**src/hw/rtl/assert_macros.svh**
```systemverilog
// Assertion macros used by the top-level RTL file of the WAV duration parser.
`ifndef ASSERT_MACROS_SVH
`define ASSERT_MACROS_SVH

// Same-cycle implication, checked at every rising clock edge outside reset.
`define WDP_ASSERT_NOW(lbl, ante, cons, msg) \
  lbl: assert property (@(posedge clk) disable iff (!rst_n) (ante) |-> (cons)) \
    else $error(msg);

// Next-cycle implication.
`define WDP_ASSERT_NEXT(lbl, ante, cons, msg) \
  lbl: assert property (@(posedge clk) disable iff (!rst_n) (ante) |=> (cons)) \
    else $error(msg);

`endif

```
**src/hw/rtl/wdp_pkg.sv**
```systemverilog
// Types and constants of the WAV duration parser.
package wdp_pkg;

  // Tags as they appear on the wire, first byte in bits 7:0.
  localparam logic [31:0] RiffTag = 32'h4646_4952;
  localparam logic [31:0] WaveTag = 32'h4556_4157;
  localparam logic [31:0] IdFmt   = 32'h2074_6D66;
  localparam logic [31:0] IdData  = 32'h6174_6164;

  localparam int HdrLen      = 12;
  localparam int ChunkHdrLen = 8;
  localparam int FmtMin      = 16;
  localparam int RateFirst   = 8;
  localparam int RateLast    = 11;

  localparam int            MilliW = 10;
  localparam logic [MilliW-1:0] Milli = MilliW'(1000);
  localparam int            MulW   = 32 + MilliW;
  localparam int            DivSteps = MulW;
  localparam int            CntW   = $clog2(DivSteps);

  localparam int QueueDepth = 2;
  localparam int QPtrW      = $clog2(QueueDepth);

  typedef enum logic [2:0] {
    PH_HEADER,
    PH_CHUNK,
    PH_FMT,
    PH_SKIP,
    PH_FAILED
  } phase_t;

  typedef enum logic [1:0] {
    DV_IDLE,
    DV_MUL,
    DV_STEP,
    DV_HOLD
  } div_state_t;

  // One finished file handed from the parser to the divider.
  typedef struct packed {
    logic        ok;
    logic [31:0] size;
    logic [31:0] rate;
  } job_t;

endpackage

```
**src/hw/rtl/wdp_if.sv**
```systemverilog
// Valid/ready channel interfaces for the byte input and the duration result.
interface wdp_in_if;
  logic       valid;
  logic       ready;
  logic [7:0] data_byte;
  logic       last_byte;

  modport source (output valid, output data_byte, output last_byte, input ready);
  modport sink   (input valid, input data_byte, input last_byte, output ready);
endinterface

interface wdp_out_if;
  logic        valid;
  logic        ready;
  logic [31:0] duration_ms;

  modport source (output valid, output duration_ms, input ready);
  modport sink   (input valid, input duration_ms, output ready);
endinterface

```
**src/hw/rtl/wdp_front.sv**
```systemverilog
// Byte parser: walks the RIFF header and chunks, posts one job per file.
module wdp_front import wdp_pkg::*; (
  input  logic       clk,
  input  logic       rst_n,
  input  logic       in_fire,
  input  logic [7:0] data_byte,
  input  logic       last_byte,
  output logic       push,
  output job_t       job
);

  phase_t       phase_r, phase_nxt, step_phase;
  logic [3:0]   idx_r, idx_nxt;
  logic [55:0]  chunk_r, chunk_nxt;
  logic [32:0]  skip_r, skip_nxt;
  logic [31:0]  fmt_len_r, fmt_len_nxt;
  logic [31:0]  rate_r, rate_nxt, rate_step;
  logic [31:0]  size_r, size_nxt, size_step;

  logic         tag_bad;
  logic [31:0]  hdr_id;
  logic [31:0]  hdr_size;
  logic [32:0]  hdr_padded;
  logic [32:0]  fmt_skip;
  logic         hdr_done;
  logic         fmt_done;

  assign hdr_id     = chunk_r[31:0];
  assign hdr_size   = {data_byte, chunk_r[55:32]};
  assign hdr_padded = {1'b0, hdr_size} + 33'(hdr_size[0]);
  assign fmt_skip   = {1'b0, fmt_len_r - 32'(FmtMin)} + 33'(fmt_len_r[0]);
  assign hdr_done   = (idx_r == 4'(ChunkHdrLen - 1));
  assign fmt_done   = (idx_r == 4'(FmtMin - 1));

  always_comb begin
    tag_bad = 1'b0;
    if (idx_r < 4'd4) begin
      tag_bad = (data_byte != RiffTag[{idx_r[1:0], 3'b000} +: 8]);
    end else if (idx_r >= 4'd8) begin
      tag_bad = (data_byte != WaveTag[{idx_r[1:0], 3'b000} +: 8]);
    end
  end

  // Next phase for this beat, before the end-of-file return to header.
  always_comb begin
    step_phase = phase_r;
    case (phase_r)
      PH_HEADER: begin
        if (tag_bad) begin
          step_phase = PH_FAILED;
        end else if (idx_r == 4'(HdrLen - 1)) begin
          step_phase = PH_CHUNK;
        end
      end
      PH_CHUNK: begin
        if (hdr_done) begin
          if (hdr_id == IdFmt) begin
            step_phase = (hdr_size < 32'(FmtMin)) ? PH_FAILED : PH_FMT;
          end else begin
            step_phase = (hdr_padded == '0) ? PH_CHUNK : PH_SKIP;
          end
        end
      end
      PH_FMT: begin
        if (fmt_done) begin
          step_phase = (fmt_skip == '0) ? PH_CHUNK : PH_SKIP;
        end
      end
      PH_SKIP: begin
        if (skip_r == 33'd1) begin
          step_phase = PH_CHUNK;
        end
      end
      default: step_phase = phase_r;
    endcase
  end

  always_comb begin
    phase_nxt = phase_r;
    if (in_fire) begin
      phase_nxt = last_byte ? PH_HEADER : step_phase;
    end
  end

  always_comb begin
    idx_nxt     = idx_r;
    chunk_nxt   = chunk_r;
    skip_nxt    = skip_r;
    fmt_len_nxt = fmt_len_r;
    rate_step   = rate_r;
    size_step   = size_r;
    case (phase_r)
      PH_HEADER: begin
        idx_nxt = (idx_r == 4'(HdrLen - 1)) ? 4'd0 : idx_r + 4'd1;
      end
      PH_CHUNK: begin
        if (hdr_done) begin
          idx_nxt = 4'd0;
          if (hdr_id == IdFmt) begin
            fmt_len_nxt = hdr_size;
          end else begin
            if (hdr_id == IdData) begin
              size_step = hdr_size;
            end
            skip_nxt = hdr_padded;
          end
        end else begin
          chunk_nxt[{idx_r[2:0], 3'b000} +: 8] = data_byte;
          idx_nxt = idx_r + 4'd1;
        end
      end
      PH_FMT: begin
        if (idx_r >= 4'(RateFirst) && idx_r <= 4'(RateLast)) begin
          rate_step[{idx_r[1:0], 3'b000} +: 8] = data_byte;
        end
        idx_nxt = idx_r + 4'd1;
        if (fmt_done) begin
          skip_nxt = fmt_skip;
        end
      end
      PH_SKIP: begin
        skip_nxt = skip_r - 33'd1;
      end
      default: idx_nxt = idx_r;
    endcase
    rate_nxt = rate_step;
    size_nxt = size_step;
    if (last_byte) begin
      idx_nxt     = '0;
      skip_nxt    = '0;
      fmt_len_nxt = '0;
      rate_nxt    = '0;
      size_nxt    = '0;
    end
  end

  assign push     = in_fire && last_byte;
  assign job.ok   = (step_phase == PH_CHUNK || step_phase == PH_SKIP) &&
                    (rate_step != '0) && (size_step != '0);
  assign job.size = size_step;
  assign job.rate = rate_step;

  always_ff @(posedge clk) begin
    if (!rst_n) begin
      phase_r   <= PH_HEADER;
      idx_r     <= '0;
      chunk_r   <= '0;
      skip_r    <= '0;
      fmt_len_r <= '0;
      rate_r    <= '0;
      size_r    <= '0;
    end else begin
      phase_r <= phase_nxt;
      if (in_fire) begin
        idx_r     <= idx_nxt;
        chunk_r   <= chunk_nxt;
        skip_r    <= skip_nxt;
        fmt_len_r <= fmt_len_nxt;
        rate_r    <= rate_nxt;
        size_r    <= size_nxt;
      end
    end
  end

endmodule

```
**src/hw/rtl/wdp_queue.sv**
```systemverilog
// Small job queue between the parser and the divider.
module wdp_queue import wdp_pkg::*; (
  input  logic clk,
  input  logic rst_n,
  input  logic push,
  input  job_t wr_job,
  input  logic pop,
  output job_t head,
  output logic full,
  output logic empty
);

  job_t             mem_r [QueueDepth];
  logic [QPtrW-1:0] wp_r, rp_r;
  logic [QPtrW:0]   cnt_r, cnt_nxt;

  assign full  = (cnt_r == (QPtrW + 1)'(QueueDepth));
  assign empty = (cnt_r == '0);
  assign head  = mem_r[rp_r];

  always_comb begin
    cnt_nxt = cnt_r;
    if (push && !pop) begin
      cnt_nxt = cnt_r + 1'b1;
    end else if (pop && !push) begin
      cnt_nxt = cnt_r - 1'b1;
    end
  end

  always_ff @(posedge clk) begin
    if (push) begin
      mem_r[wp_r] <= wr_job;
    end
  end

  always_ff @(posedge clk) begin
    if (!rst_n) begin
      wp_r  <= '0;
      rp_r  <= '0;
      cnt_r <= '0;
    end else begin
      if (push) begin
        wp_r <= (wp_r == QPtrW'(QueueDepth - 1)) ? '0 : wp_r + 1'b1;
      end
      if (pop) begin
        rp_r <= (rp_r == QPtrW'(QueueDepth - 1)) ? '0 : rp_r + 1'b1;
      end
      cnt_r <= cnt_nxt;
    end
  end

endmodule

```
**src/hw/rtl/wdp_div.sv**
```systemverilog
// Back end: size*1000 then a bit-serial restoring divide by the byte rate.
module wdp_div import wdp_pkg::*; (
  input  logic        clk,
  input  logic        rst_n,
  input  job_t        head,
  input  logic        q_empty,
  output logic        pop,
  output logic        out_valid,
  input  logic        out_ready,
  output logic [31:0] out_data
);

  div_state_t       state_r, state_nxt;
  logic [31:0]      size_r, size_nxt;
  logic [31:0]      rate_r, rate_nxt;
  logic [MulW-1:0]  num_r, num_nxt;
  logic [31:0]      rem_r, rem_nxt;
  logic [CntW-1:0]  cnt_r, cnt_nxt;
  logic             ov_r, ov_nxt;
  logic [31:0]      od_r, od_nxt;

  logic [32:0]      rem_sh;
  logic             q_bit;
  logic             out_free;

  assign out_free = !ov_r || out_ready;
  assign rem_sh   = {rem_r, num_r[MulW-1]};
  assign q_bit    = (rem_sh >= {1'b0, rate_r});

  always_comb begin
    state_nxt = state_r;
    case (state_r)
      DV_IDLE: begin
        if (!q_empty) begin
          state_nxt = head.ok ? DV_MUL : DV_HOLD;
        end
      end
      DV_MUL:  state_nxt = DV_STEP;
      DV_STEP: begin
        if (cnt_r == '0) begin
          state_nxt = DV_HOLD;
        end
      end
      DV_HOLD: begin
        if (out_free) begin
          state_nxt = DV_IDLE;
        end
      end
      default: state_nxt = DV_IDLE;
    endcase
  end

  always_comb begin
    pop      = 1'b0;
    size_nxt = size_r;
    rate_nxt = rate_r;
    num_nxt  = num_r;
    rem_nxt  = rem_r;
    cnt_nxt  = cnt_r;
    ov_nxt   = ov_r && !out_ready;
    od_nxt   = od_r;
    case (state_r)
      DV_IDLE: begin
        if (!q_empty) begin
          pop      = 1'b1;
          size_nxt = head.size;
          rate_nxt = head.rate;
          num_nxt  = '0;   // an invalid file leaves a zero quotient
        end
      end
      DV_MUL: begin
        num_nxt = MulW'(size_r) * MulW'(Milli);
        rem_nxt = '0;
        cnt_nxt = CntW'(DivSteps - 1);
      end
      DV_STEP: begin
        rem_nxt = q_bit ? 32'(rem_sh - {1'b0, rate_r}) : rem_sh[31:0];
        num_nxt = {num_r[MulW-2:0], q_bit};
        cnt_nxt = cnt_r - 1'b1;
      end
      DV_HOLD: begin
        if (out_free) begin
          ov_nxt = 1'b1;
          od_nxt = num_r[31:0];
        end
      end
      default: pop = 1'b0;
    endcase
  end

  assign out_valid = ov_r;
  assign out_data  = od_r;

  always_ff @(posedge clk) begin
    size_r <= size_nxt;
    rate_r <= rate_nxt;
    num_r  <= num_nxt;
    rem_r  <= rem_nxt;
    cnt_r  <= cnt_nxt;
    od_r   <= od_nxt;
  end

  always_ff @(posedge clk) begin
    if (!rst_n) begin
      state_r <= DV_IDLE;
      ov_r    <= 1'b0;
    end else begin
      state_r <= state_nxt;
      ov_r    <= ov_nxt;
    end
  end

endmodule

```
**src/hw/rtl/wav_duration_parser.sv**
```systemverilog
// WAV duration parser, top level.
// Takes a WAV file one byte per beat (last_byte on the final beat) and returns
// one 32-bit duration in milliseconds per file: data size * 1000 / byte rate,
// or 0 for a bad RIFF/WAVE tag, a fmt chunk under 16 bytes, a file that ends in
// the 12-byte header or the first 16 bytes of a fmt body, or a missing rate or
// size. The parser takes a byte every cycle while the queue has room; at the final
// byte it posts the file's size and rate into a two-entry queue. A divider behind
// it loads a valid file, multiplies, runs 42 restoring divide steps and writes
// the output register; an invalid file goes from the load straight to the output
// write. The byte input stalls only while the queue holds two files not yet
// started.
`include "assert_macros.svh"

module wav_duration_parser import wdp_pkg::*; (
  input  logic       clk,
  input  logic       rst_n,
  wdp_in_if.sink     in_bus,
  wdp_out_if.source  out_bus
);

  logic in_fire;
  logic q_push;
  logic q_pop;
  logic q_full;
  logic q_empty;
  job_t new_job;
  job_t head_job;

  assign in_bus.ready = !q_full;
  assign in_fire      = in_bus.valid && in_bus.ready;

  wdp_front u_front (
    .clk       (clk),
    .rst_n     (rst_n),
    .in_fire   (in_fire),
    .data_byte (in_bus.data_byte),
    .last_byte (in_bus.last_byte),
    .push      (q_push),
    .job       (new_job)
  );

  wdp_queue u_queue (
    .clk    (clk),
    .rst_n  (rst_n),
    .push   (q_push),
    .wr_job (new_job),
    .pop    (q_pop),
    .head   (head_job),
    .full   (q_full),
    .empty  (q_empty)
  );

  wdp_div u_div (
    .clk       (clk),
    .rst_n     (rst_n),
    .head      (head_job),
    .q_empty   (q_empty),
    .pop       (q_pop),
    .out_valid (out_bus.valid),
    .out_ready (out_bus.ready),
    .out_data  (out_bus.duration_ms)
  );

  `WDP_ASSERT_NOW(a_no_push_full, q_push, !q_full, "job pushed into a full queue")
  `WDP_ASSERT_NOW(a_no_pop_empty, q_pop, !q_empty, "job popped from an empty queue")
  `WDP_ASSERT_NEXT(a_push_lands, q_push, !q_empty, "pushed job missing from queue")

endmodule
```
**src/flat_wrapper.sv**
```systemverilog
// flat-port wrapper written by rule: the top's interface ports become plain ports
module wav_duration_parser_flat import wdp_pkg::*;
  (clk, rst_n, in_bus_valid, in_bus_data_byte, in_bus_last_byte, in_bus_ready, out_bus_valid, out_bus_duration_ms, out_bus_ready);
  wdp_in_if in_bus_i ();
  wdp_out_if out_bus_i ();
  input  logic clk;
  input  logic rst_n;
  input wire logic [$bits(in_bus_i.valid)-1:0] in_bus_valid;
  input wire logic [$bits(in_bus_i.data_byte)-1:0] in_bus_data_byte;
  input wire logic [$bits(in_bus_i.last_byte)-1:0] in_bus_last_byte;
  output wire logic [$bits(in_bus_i.ready)-1:0] in_bus_ready;
  output wire logic [$bits(out_bus_i.valid)-1:0] out_bus_valid;
  output wire logic [$bits(out_bus_i.duration_ms)-1:0] out_bus_duration_ms;
  input wire logic [$bits(out_bus_i.ready)-1:0] out_bus_ready;
  assign in_bus_i.valid = in_bus_valid;
  assign in_bus_i.data_byte = in_bus_data_byte;
  assign in_bus_i.last_byte = in_bus_last_byte;
  assign in_bus_ready = in_bus_i.ready;
  assign out_bus_valid = out_bus_i.valid;
  assign out_bus_duration_ms = out_bus_i.duration_ms;
  assign out_bus_i.ready = out_bus_ready;
  wav_duration_parser u_core (.clk(clk), .rst_n(rst_n), .in_bus(in_bus_i), .out_bus(out_bus_i));
endmodule
```
**config.mk**
```make
export PLATFORM = sky130hd
export DESIGN_NAME = wav_duration_parser_flat
export DESIGN_NICKNAME = d
export VERILOG_FILES = /design/src/hw/rtl/wdp_pkg.sv /design/src/hw/rtl/wdp_if.sv /design/src/hw/rtl/wdp_front.sv /design/src/hw/rtl/wdp_queue.sv /design/src/hw/rtl/wdp_div.sv /design/src/hw/rtl/wav_duration_parser.sv /design/src/flat_wrapper.sv
export VERILOG_INCLUDE_DIRS = /design/src /design/src/hw/rtl
export SDC_FILE = /design/constraint.sdc
export NUM_CORES = 1
export LEC_CHECK = 0
export BUFFER_PORTS_ARGS = -buffer_cell sky130_fd_sc_hd__buf_2
export CAP_MARGIN = 10
export CORE_UTILIZATION = 35
export CTS_CLUSTER_DIAMETER = 60
export DETAILED_ROUTE_END_ITERATION = 7
export PLACE_DENSITY = 0.52
export SKIP_CTS_REPAIR_TIMING = 1
export SYNTH_ARGS = -nofsm -noshare
export SYNTH_HDL_FRONTEND = slang
export SYNTH_SLANG_ARGS = --single-unit
```
**constraint.sdc**
```tcl
create_clock -name clk -period 7.4 [get_ports clk]
set_input_delay 1.11 -clock clk [delete_from_list [all_inputs] [get_ports clk]]
set_output_delay 1.11 -clock clk [all_outputs]
set_load 0.005 [all_outputs]
```
==> Word-level counts from Yosys, hierarchy flattened <==
Memories as Yosys holds them, arrays and structs flattened. A register that Yosys moved wholly into a read port is not among the register bits.
Index checks and enable logic that the tools add are counted.
{ "totals": {"word_cells": 166, "memories": 1, "inputBits": 13, "ram_bits": 130, "reg_bits": 375, "output_inout_bits": 34} }
{ "mem_list": {"columns": ["name", "depth", "width", "rd", "rd_clocked_by_memory_dff", "wr", "line_no", "rtl"], "rows": [
  ["u_core.u_queue.mem_r", 2, 65, 1, 1, 1, "wdp_queue.sv:13", "job_t mem_r [QueueDepth];"]
]} }
{ "op_classes": {"muxes": 58, "multipliers": 1, "eq_ne": 23, "shifts": 6, "order_cmp": 5, "addsub": 13, "n_reduce_logical": 39, "bitwise_logic": 2} }
{ "op_table": {"columns": ["cell", "n"], "rows": [
  ["2-to-1 mux 32 bit", 13],
  ["2-to-1 mux 33 bit", 4],
  ["one-hot mux 42 bit (3 select lines)", 1],
  ["one-hot mux 33 bit (3 select lines)", 1],
  ["adder 32 x 1 -> 33 bit", 2],
  ["logical NOT 33 bit", 2],
  ["one-hot mux 32 bit (2 select lines)", 1],
  ["nonzero test 32 bit", 2],
  ["variable part select 32 x 6 -> 8 bit (first input constant)", 2],
  ["bitwise mux 56 bit", 1],
  ["variable shift 8 x 8 -> 56 bit (first input constant)", 1],
  ["variable part select 8 x 8 -> 56 bit", 1],
  ["2-to-1 mux 42 bit", 1],
  ["multiplier 32 x 7 -> 39 bit (second input constant)", 1],
  ["== test 33 x 1 -> 1 bit (second input constant)", 1],
  [">= comparator 33 x 32 -> 1 bit", 1],
  ["subtractor 33 x 1 -> 33 bit (second input constant)", 1],
  ["bitwise mux 32 bit", 1],
  ["== test 32 x 30 -> 1 bit (second input constant)", 1],
  ["== test 32 x 31 -> 1 bit (second input constant)", 1],
  ["less-than comparator 32 x 5 -> 1 bit (second input constant)", 1],
  ["variable shift 8 x 7 -> 32 bit (first input constant)", 1],
  ["variable part select 8 x 7 -> 32 bit", 1],
  ["subtractor 32 bit", 1],
  ["other kinds (42)", 104]
]} }

==> Longest topological paths before layout <==
Gate-level depths: netlist of the first run.
{ "logic_depth": {"depth_word": 10, "mapped_depth": 18, "mapped_depth_nobuf": 17} }

==> Modules after synthesis <==
From an unflattened synthesis of the first run, not the netlist that was laid out.
{ "hier_totals": {"cells_unflattened": 3209, "area_unflattened_um2": 31346.3} }
{ "modules_own_cells": {"columns": ["module", "instances", "area_each_um2", "cells_per_inst", "seq_area_each_um2"], "rows": [
  ["wdp_div", 1, 13953.4, 1278, 5345.1],
  ["wdp_front", 1, 12459.4, 1705, 3843.7],
  ["wdp_queue", 1, 4923.5, 224, 4003.8],
  ["wav_duration_parser", 1, 10.0, 2, 0.0]
]} }

==> Least setup slack after synthesis of the first run <==
OpenSTA, ideal clock, no wires.
{ "synth_path": {"kind": "register to register", "startpoint": "reg u_core.u_div.size_r[7]", "endpoint": "reg u_core.u_div.num_r[29] (data pin)", "setup_time_ps": 267, "period_less_slack_ps": 5204, "t_arrival_ps": 4938, "stages_incl_launch_ff": 18, "path_slack_ps": 2196, "path_buffers": 0, "required_time_ps": 7133, "cell_sequence": "edfxtp_1 -> fa_1 -> inv_1 -> fa_1 -> inv_1 -> fa_1 -> fa_1 -> ha_1 -> a211oi_1 -> o21ai_0 -> a2111o_1 -> a31oi_1 -> o21ai_0 -> a21o_1 -> a31o_2 -> a211oi_1 -> xor2_1 -> o21ai_0"} }
{ "synth_between": {"elab_chain_cells": 2} }
{ "synth_lines": {"columns": ["item", "line_no", "rtl"], "rows": [
  ["start, declared", "wdp_div.sv:14", "logic [31:0] size_r, size_nxt;"],
  ["start signal, assigned", "wdp_div.sv:95", "size_r <= size_nxt;"],
  ["multiplier 32 x 7 -> 39 bit", "wdp_div.sv:72", "num_nxt = MulW'(size_r) * MulW'(Milli);"],
  ["one-hot mux 42 bit (3 select lines)", "wdp_div.sv:62", "case (state_r)"],
  ["end signal, assigned", "wdp_div.sv:97", "num_r <= num_nxt;"],
  ["end, declared", "wdp_div.sv:16", "logic [MulW-1:0] num_r, num_nxt;"]
]} }
Every way passes these cells.
A chain may end at the register's enable or synchronous reset.

==> Worst setup path after layout of the first run <==
{ "layout_path": {"startpoint": "reg u_core.u_div.size_r[6]", "endpoint": "reg u_core.u_div.num_r[21] (data pin)"} }
Same word-level chain as after synthesis.

==> results.sh, run 1 <==
export IMPL_cap_viol_max_count=0
export IMPL_clkSinkCount=506
export IMPL_area_delta_synth_final_pct=11.64
export IMPL_viasPerCell=5.224
export IMPL_clkTransAtPathRegs_ns=0.06
export IMPL_cp_max_fo=7
export IMPL_final_seq_area_um2=13200
export IMPL_ioPinCount=47
export IMPL_die_x_um=300.3
export IMPL_synth_async_reset_ratio=0
export IMPL_die_h_um=300.3
export IMPL_rsz0062_at_grt="false"
export IMPL_synth_edf_count=306
export IMPL_antenna_found_initial=2
export IMPL_drive_gt1_frac=0.09763
export IMPL_fillers=8736
export IMPL_setup_viol=0
export IMPL_rrSetupSlack_ns=1.83
export IMPL_place_congestion=0.8101
export IMPL_start_kind="flop"
export IMPL_grt_pass1_wl_um=124300
export IMPL_cp_data_required_time_ns=7.71
export IMPL_layout_commonest_cell="edfxtp_1"
export IMPL_gr_total_overflow=0
export IMPL_track_usage=0.1726
export IMPL_synth_area_per_cell_um2=9.895
export IMPL_postRouteWirelength_um=78140
export IMPL_ys_seq_area_frac=0.4237
export IMPL_tightestPinTransition_ns=1.074
export IMPL_portBuffers=46
export IMPL_hold_viol_final=0
export IMPL_ant_nets=0
export IMPL_netlist_area_um2=31140
export IMPL_finalSetupTns_ns=0
export IMPL_cts_tree="done"
export IMPL_timing_fmax_mhz=179.6
export IMPL_core_area_um2=88240
export IMPL_holdCritPathClass="flop to flop"
export IMPL_endpoint="u_core.u_div.num_r[21]$_SDFFCE_PN0P_"
export IMPL_relSlewSlack=0.2810
export IMPL_maxSlewViolCount=0
export IMPL_yosysWarnings=0
export IMPL_busiest_layer="met2"
export IMPL_start_util=0.3529
export IMPL_grt_use_met3=0.03006
export IMPL_numCtsBuffers=69
export IMPL_worstPathArrival_ns=5.88
export IMPL_wire_per_inst_um=18.05
export IMPL_synth_distinct_cells=104
export IMPL_yosysTopAreaCell="edfxtp_1"
export IMPL_cts_htree_levels=3
export IMPL_mostFrequentLayoutCells="edfxtp_1 (306), nand2_1 (282), nor2_1 (265)"
export IMPL_die_area_um2=90170
export IMPL_root_buffer="clkbuf_16"
export IMPL_grt_met1_usage=0.2442
export IMPL_first_global_vias=21742
export IMPL_multi_input_area_um2=16260
export IMPL_dr_pass1_iters=6
export IMPL_synth_fp_nets=3422
export IMPL_synthCells=3147
export IMPL_critPathCaptureType="flop"
export IMPL_synth_area_leaders="edfxtp_1 (30%), dfxtp_1 (13%), fa_1 (7.7%), ha_1 (5.7%), nand2_1 (3.4%)"
export IMPL_vias=22619
export IMPL_worst_r2r_path_depth=17
export IMPL_grtUsageMet2=0.2663
export IMPL_path_class="flop to flop"
export IMPL_remaining_drc_errors=0
export IMPL_startpoint="u_core.u_div.size_r[6]$_DFFE_PP_"
export IMPL_synth_top_flop_cell="edfxtp_1"
export IMPL_ys_seq_elements=506
export IMPL_rr_startpoint="u_core.u_div.size_r[6]$_DFFE_PP_"
export IMPL_dp_hpwl_um=53140
export IMPL_cts_max_path_buffers=3
export IMPL_nets=3383
export IMPL_clock_latency_ns=0.61
export IMPL_rows=109
export IMPL_finalCriticalPeriod_ns=5.568
export IMPL_r2r_end="u_core.u_div.num_r[21]$_SDFFCE_PN0P_"
export IMPL_yosysTopAreaCellShare=0.2951
export IMPL_post_route_period_util=0.7524
export IMPL_finClkSkew_ns=0.02062
export IMPL_grt_max_degree=112
export IMPL_status="complete, no violations"
export IMPL_drtIter0Drc=1564
export IMPL_antenna_cells=0
-- synthesized netlist by cell type (37+ instances only) --
| cell type | count |
|---|---|
| a21oi_1 | 159 |
| a22oi_1 | 107 |
| clkbuf_1 | 157 |
| dfxtp_1 | 200 |
| edfxtp_1 | 306 |
| fa_1 | 119 |
| ha_1 | 143 |
| inv_1 | 256 |
| mux2_2 | 64 |
| mux2i_1 | 60 |
| nand2_1 | 283 |
| nand3_1 | 92 |
| nand4_1 | 50 |
| nor2_1 | 267 |
| nor3_1 | 61 |
| nor4_1 | 39 |
| o211ai_1 | 37 |
| o21ai_0 | 124 |
| xnor2_1 | 88 |
| xor2_1 | 68 |
-- final cells by class --
class	count	share of cell area
Clock buffer	93	0.05517
Clock inverter	35	0.01508
Inverter	259	0.02811
Multi-Input combinational cell	2199	0.4677
Sequential cell	506	0.3796
Tap cell	1165	0.04193
Timing Repair Buffer	73	0.01245
-- layer usage --
| metal | up-vias | wire [um] |
|---|---|---|
| li1 | 11178 | - |
| met1 | 10835 | 37630 |
| met2 | 482 | 34560 |
| met3 | 120 | 3668 |
| met4 | 4 | 2248 |
| met5 | - | 32 |
-- cells by family after synthesis --
logic type,Yosys count,synth area share
multiplexers,124,0.04243
AO/OA/AOI/OAI,637,0.1353
adder cells (fa/ha/maj),262,0.1340
buffers and inverters,442,0.05646
flip-flops,506,0.4237
AND/OR/NAND/NOR,1018,0.1633
XOR/XNOR,158,0.04492
-- worst min-delay path by stage --
stage	cells past startpoint	endpoint	start
2_1_floorplan	0	u_core.u_div.out_data[0]$_DFFE_PP_	u_core.u_div.num_r[0]$_SDFFCE_PN0P_
3_3_place_gp	0	u_core.u_div.out_data[24]$_DFFE_PP_	u_core.u_div.num_r[24]$_SDFFCE_PN0P_
6_report	0	u_core.u_div.out_data[6]$_DFFE_PP_	u_core.u_div.num_r[6]$_SDFFCE_PN0P_
4_1_cts	0	u_core.u_div.out_data[17]$_DFFE_PP_	u_core.u_div.num_r[17]$_SDFFCE_PN0P_
3_5_place_dp	0	u_core.u_div.out_data[17]$_DFFE_PP_	u_core.u_div.num_r[17]$_SDFFCE_PN0P_
5_1_grt	0	u_core.u_div.out_data[17]$_DFFE_PP_	u_core.u_div.num_r[17]$_SDFFCE_PN0P_
-- per-stage QoR --
stage / util / std cells / area (um2) / hold WS (ns) / setup slack (ns)
4_1_cts: 0.3940 / 4330 / 34760 / 0.4469 / 1.768
3_3_place_gp: 0.3663 / 4202 / 32320 / 0.4357 / 1.860
5_1_grt: 0.3940 / 4330 / 34760 / 0.4562 / 1.413
6_report: 0.3940 / 4330 / 34760 / 0.4473 / 1.832
2_1_floorplan: - / 3147 / 31140 / 0.4180 / 2.196
3_5_place_dp: 0.3663 / 4202 / 32320 / 0.4345 / 1.796
-- flip-flops by register name, summed over array words and instances (netlist names), named ones only --
register                  flops
u_core.u_front.skip_r        33
u_core.u_front.idx_r          4
u_core.u_front.rate_r        32
u_core.u_front.phase_r        3
u_core.u_queue.rp_r           1
u_core.u_queue.wp_r           1
u_core.u_div.rem_r           32
u_core.u_div.cnt_r            6
u_core.u_queue.cnt_r          2
u_core.u_front.size_r        32
u_core.u_div.size_r          32
u_core.u_div.out_data        32
u_core.u_queue.mem_r        130
u_core.u_div.num_r           42
u_core.u_div.rate_r          32
u_core.u_div.out_valid        1
u_core.u_div.state_r          2
u_core.u_front.chunk_r       56
u_core.u_front.fmt_len_r     32
-- worst max-delay path, cell delays in order (launching register included) --
cell and delay (ns):
edfxtp_1 0.54, fa_1 0.56, inv_1 0.05, fa_1 0.53
inv_1 0.05, fa_1 0.55, fa_1 0.42, ha_1 0.40
and4_1 0.25, a221oi_1 0.23, o21ai_0 0.19, o21a_1 0.25
o21ai_0 0.19, a21boi_0 0.18, o31a_1 0.28, o21ai_0 0.26
mux2i_1 0.21, o311ai_0 0.12
Power of run 1 is not shown: default switching activity piles up to over one toggle a cycle in this logic, so the estimate is an artifact.
==> run 2, diff against run 1 <==
==> constraint.sdc (replaced) <==
create_clock -name clk -period 5.15 [get_ports clk]
set_input_delay 0.7725 -clock clk [delete_from_list [all_inputs] [get_ports clk]]
set_output_delay 0.7725 -clock clk [all_outputs]
set_load 0.005 [all_outputs]
==> results.sh, run 2 (synthesized netlist as in run 1, its figures left out) <==
export IMPL_mostFrequentLayoutCells="edfxtp_1 (306), nand2_1 (281), nor2_1 (263)"
export IMPL_start_kind="flop"
export IMPL_area_delta_synth_final_pct=15.44
export IMPL_rsz0062_at_grt="true"
export IMPL_worstPathArrival_ns=5.50
export IMPL_hold_viol_final=0
export IMPL_core_area_um2=88240
export IMPL_routedLengthMet1_um=38110
export IMPL_rows=109
export IMPL_clkSinkCount=506
export IMPL_portBuffers=46
export IMPL_cap_viol_max_count=0
export IMPL_wire_per_inst_um=17.77
export IMPL_nets=3495
export IMPL_grt_pass1_wl_um=125100
export IMPL_clock_latency_ns=0.64
export IMPL_worst_r2r_path_depth=18
export IMPL_drtIter0Drc=1473
export IMPL_r2r_end="u_core.u_div.num_r[40]$_SDFFCE_PN0P_"
export IMPL_highest_layer="met4"
export IMPL_layout_commonest_cell="edfxtp_1"
export IMPL_grt_max_degree=112
export IMPL_finalSetupTns_ns=0
export IMPL_first_global_vias=22187
export IMPL_postRouteWirelength_um=78920
export IMPL_largest_reg_flops=130
export IMPL_vias=22943
export IMPL_dr_pass1_iters=5
export IMPL_track_usage=0.1741
export IMPL_cp_data_required_time_ns=5.52
export IMPL_ant_nets=0
export IMPL_dp_hpwl_um=54130
export IMPL_rrSetupSlack_ns=0.02
export IMPL_hold_end="u_core.u_div.out_data[17]$_DFFE_PP_"
export IMPL_antenna_cells=0
export IMPL_holdCritPathClass="flop to flop"
export IMPL_antenna_found_initial=0
export IMPL_ioPinCount=47
export IMPL_remaining_drc_errors=0
export IMPL_final_util=0.4074
export IMPL_reg_top3="u_core.u_queue.mem_r x130, u_core.u_front.chunk_r x56, u_core.u_div.num_r x42"
export IMPL_die_x_um=300.3
export IMPL_status="complete, no violations"
export IMPL_gr_total_overflow=0
export IMPL_top_register="u_core.u_queue.mem_r"
export IMPL_post_route_period_util=0.9955
export IMPL_timing_fmax_mhz=195.1
export IMPL_wl_met3_um=3169
export IMPL_clkTransAtPathRegs_ns=0.06
export IMPL_finClkSkew_ns=0.04493
export IMPL_die_h_um=300.3
export IMPL_cp_max_fo=4
export IMPL_drive_gt1_frac=0.1435
export IMPL_die_area_um2=90170
export IMPL_finalCriticalPeriod_ns=5.127
export IMPL_relSlewSlack=0.2926
export IMPL_place_congestion=0.8170
export IMPL_path_class="flop to flop"
export IMPL_cts_max_path_buffers=3
export IMPL_viasPerCell=5.166
export IMPL_tightestPinTransition_ns=1.047
export IMPL_cts_htree_levels=3
export IMPL_fillers=8634
export IMPL_cts_tree="done"
export IMPL_whs_path_depth=0
export IMPL_setup_viol=0
export IMPL_maxSlewViolCount=0
export IMPL_start_util=0.3529
export IMPL_hp_start="u_core.u_div.num_r[17]$_SDFFCE_PN0P_"
export IMPL_critPathCaptureType="flop"
export IMPL_wl_met2_um=35550
export IMPL_root_buffer="clkbuf_16"
export IMPL_numCtsBuffers=71
export IMPL_rr_startpoint="u_core.u_div.size_r[8]$_DFFE_PP_"
run 2: per-layer routing:
metal  vias to the layer above  GRT usage
met3                       114    0.02609
met4                         0    0.05309
met1                     11023     0.2437
met2                       420     0.2766
met5                         -          0
li1                      11386          -
run 2: worst max path at each step:
stage / start / end / slack, ns
6_report: u_core.u_div.size_r[8]$_DFFE_PP_ / u_core.u_div.num_r[40]$_SDFFCE_PN0P_ / 0.02
5_1_grt: u_core.u_div.size_r[8]$_DFFE_PP_ / u_core.u_div.num_r[40]$_SDFFCE_PN0P_ / -0.19
4_1_cts: u_core.u_div.size_r[12]$_DFFE_PP_ / u_core.u_div.num_r[40]$_SDFFCE_PN0P_ / -0.24
3_5_place_dp: u_core.u_div.size_r[12]$_DFFE_PP_ / u_core.u_div.num_r[40]$_SDFFCE_PN0P_ / -0.23
3_3_place_gp: u_core.u_div.size_r[7]$_DFFE_PP_ / u_core.u_div.num_r[40]$_SDFFCE_PN0P_ / -0.15
2_1_floorplan: u_core.u_div.size_r[9]$_DFFE_PP_ / u_core.u_div.num_r[29]$_SDFFCE_PN0P_ / -0.003
run 2: layout make-up:
class                   instances  area, um2  area share
flip-flops and latches        506      13200      0.3671
well taps                    1165       1458     0.04055
clock buffers                  83       1842     0.05124
multi-input cells            2199      16570      0.4610
clock inverters                46      593.1     0.01650
inverters                     259      977.2     0.02718
repair buffers                183       1310     0.03644
run 2: critical path, stage by stage, from the launching register on:
cell and delay, ns:
edfxtp_1 0.47, fa_1 0.58, inv_2 0.04, fa_1 0.53
inv_1 0.05, fa_1 0.46, fa_1 0.60, ha_4 0.22
buf_6 0.12, and4_1 0.18, nand4_1 0.12, or2_4 0.15
a211oi_4 0.05, or4_4 0.55, a31oi_4 0.17, o21bai_1 0.11
a31oi_1 0.23, xor2_1 0.17, o21ai_1 0.06
run 2: metrics by stage:
stage          hold WS, ns  setup slack [ns]  instances  area (um2)
2_1_floorplan       0.4180         -0.003170       3147       31150
3_3_place_gp        0.4338           -0.1472       4297       33070
3_5_place_dp        0.4366           -0.2276       4297       33070
4_1_cts             0.4503           -0.2436       4426       35510
5_1_grt             0.4654           -0.1857       4441       35950
6_report            0.4488           0.02330       4441       35950
Power of run 2 is left out for the same reason.
==> run 3, diff against run 2 <==
--- a/config.mk
+++ b/config.mk
@@ -8,10 +8,12 @@
 export LEC_CHECK = 0
 export BUFFER_PORTS_ARGS = -buffer_cell sky130_fd_sc_hd__buf_2
 export CAP_MARGIN = 10
+export CORE_MARGIN = 2
 export CORE_UTILIZATION = 35
 export CTS_CLUSTER_DIAMETER = 60
 export DETAILED_ROUTE_END_ITERATION = 7
 export PLACE_DENSITY = 0.52
+export RECOVER_POWER = 100
 export SKIP_CTS_REPAIR_TIMING = 1
 export SYNTH_ARGS = -nofsm -noshare
 export SYNTH_HDL_FRONTEND = slang
==> results.sh, run 3 (synthesized netlist as in run 1, its figures left out) <==
export IMPL_mostFrequentLayoutCells="edfxtp_1 (306), nand2_1 (283), nor2_1 (264)"
export IMPL_rsz0062_at_grt="true"
export IMPL_place_congestion=0.8082
export IMPL_die_h_um=302.3
export IMPL_cpMostUsedCell="fa_1"
export IMPL_path_class="flop to flop"
export IMPL_cp_data_required_time_ns=5.51
export IMPL_cap_viol_max_count=10
export IMPL_core_area_um2=88240
export IMPL_top_register="u_core.u_queue.mem_r"
export IMPL_root_buffer="clkbuf_16"
export IMPL_reg_top3="u_core.u_queue.mem_r x130, u_core.u_front.chunk_r x56, u_core.u_div.num_r x42"
export IMPL_design_area_um2=35740
export IMPL_final_cells=4444
export IMPL_clock_latency_ns=0.63
export IMPL_antenna_found_initial=0
export IMPL_rows=109
export IMPL_cts_max_path_buffers=3
export IMPL_grt_max_degree=108
export IMPL_critPathCaptureType="flop"
export IMPL_remaining_drc_errors=0
export IMPL_layout_commonest_cell="edfxtp_1"
export IMPL_slowest_stage="fa_1"
export IMPL_die_area_um2=91370
export IMPL_ioPinCount=47
export IMPL_finClkSkew_ns=0.02043
export IMPL_nets=3499
export IMPL_tightestPinTransition_ns=2.656
export IMPL_timing_fmax_mhz=195.5
export IMPL_ant_nets=0
export IMPL_numCtsBuffers=67
export IMPL_postRouteWirelength_um=78950
export IMPL_cts_tree="done"
export IMPL_antenna_cells=0
export IMPL_relSlewSlack=-0.7740
export IMPL_wire_per_inst_um=17.77
export IMPL_cp_top_family="adder cells"
export IMPL_worst_path_buf_inv=3
export IMPL_portBuffers=46
export IMPL_worstPathArrival_ns=5.48
export IMPL_critPathMaxStageDelay_ns=0.58
export IMPL_cp_cell_sequence="fa_1 -> inv_2 -> fa_1 -> inv_2 -> fa_1 -> fa_1 -> ha_4 -> buf_6 -> and4_1 -> nand4_1 -> or2_4 -> a211oi_2 -> or4_4 -> a31oi_4 -> o21bai_1 -> a31oi_1 -> xor2_1 -> o21ai_1"
export IMPL_setup_viol=0
export IMPL_failed_checks="max-capacitance violations, max-slew violations"
export IMPL_status="finished with violations"
export IMPL_largest_reg_flops=130
export IMPL_gr_total_overflow=0
export IMPL_maxSlewViolCount=461
export IMPL_cts_htree_levels=3
export IMPL_drtIter0Drc=1456
export IMPL_clkTransAtPathRegs_ns=0.06
export IMPL_holdCritPathClass="flop to flop"
export IMPL_place_inst=4303
export IMPL_vias=23142
export IMPL_start_kind="flop"
export IMPL_placed_cell_area_um2=33090
export IMPL_grt_pass1_wl_um=124500
export IMPL_dp_hpwl_um=54480
export IMPL_first_global_vias=22015
export IMPL_area_delta_synth_final_pct=14.79
export IMPL_dr_pass1_iters=6
export IMPL_start_util=0.3529
export IMPL_clkSinkCount=506
export IMPL_finalCriticalPeriod_ns=5.115
export IMPL_die_x_um=302.3
export IMPL_track_usage=0.1711
export IMPL_viasPerCell=5.207
export IMPL_final_util=0.4051
export IMPL_hold_viol_final=0
export IMPL_post_route_period_util=0.9933
export IMPL_cp_max_fo=4
export IMPL_drive_gt1_frac=0.1223
export IMPL_whs_ns=0.4487
-- run 3: metrics by stage --
step / worst slack [ns] / setup TNS (ns)
2_1_floorplan: -0.003170 / -0.003170
3_3_place_gp: -0.1831 / -0.9336
3_5_place_dp: -0.2894 / -1.580
4_1_cts: -0.2468 / -1.423
5_1_grt: -0.1699 / -1.611
6_report: 0.03476 / 0
-- run 3: routing by layer --
layer / up-vias / share of wire / GRT usage
li1: 11409 / - / -
met1: 11183 / 0.48 / 0.2430
met2: 441 / 0.45 / 0.2696
met3: 109 / 0.041 / 0.02471
met4: 0 / 0.027 / 0.05151
met5: - / 0 / 0
-- run 3: cell type report --
type | count | area [um2]
Timing Repair Buffer | 191 | 1225
Clock inverter | 44 | 635.6
Fill cell | 8676 | 52500
Inverter | 259 | 975.9
Sequential cell | 506 | 13190
Tap cell | 1165 | 1458
Clock buffer | 80 | 1765
Multi-Input combinational cell | 2199 | 16490
-- run 3: final timing paths --
path | startpoint | to | slack, ns | depth (start not counted)
worst min-delay path | u_core.u_div.num_r[19]$_SDFFCE_PN0P_ | u_core.u_div.out_data[19]$_DFFE_PP_ | 0.45 | 0
worst max-delay path | u_core.u_div.size_r[7]$_DFFE_PP_ | u_core.u_div.num_r[40]$_SDFFCE_PN0P_ | 0.03 | 18
worst min register to register | u_core.u_div.num_r[19]$_SDFFCE_PN0P_ | u_core.u_div.out_data[19]$_DFFE_PP_ | 0.45 | 0
worst max register to register | u_core.u_div.size_r[7]$_DFFE_PP_ | u_core.u_div.num_r[40]$_SDFFCE_PN0P_ | 0.03 | 18
Power of run 3 is left out for the same reason.
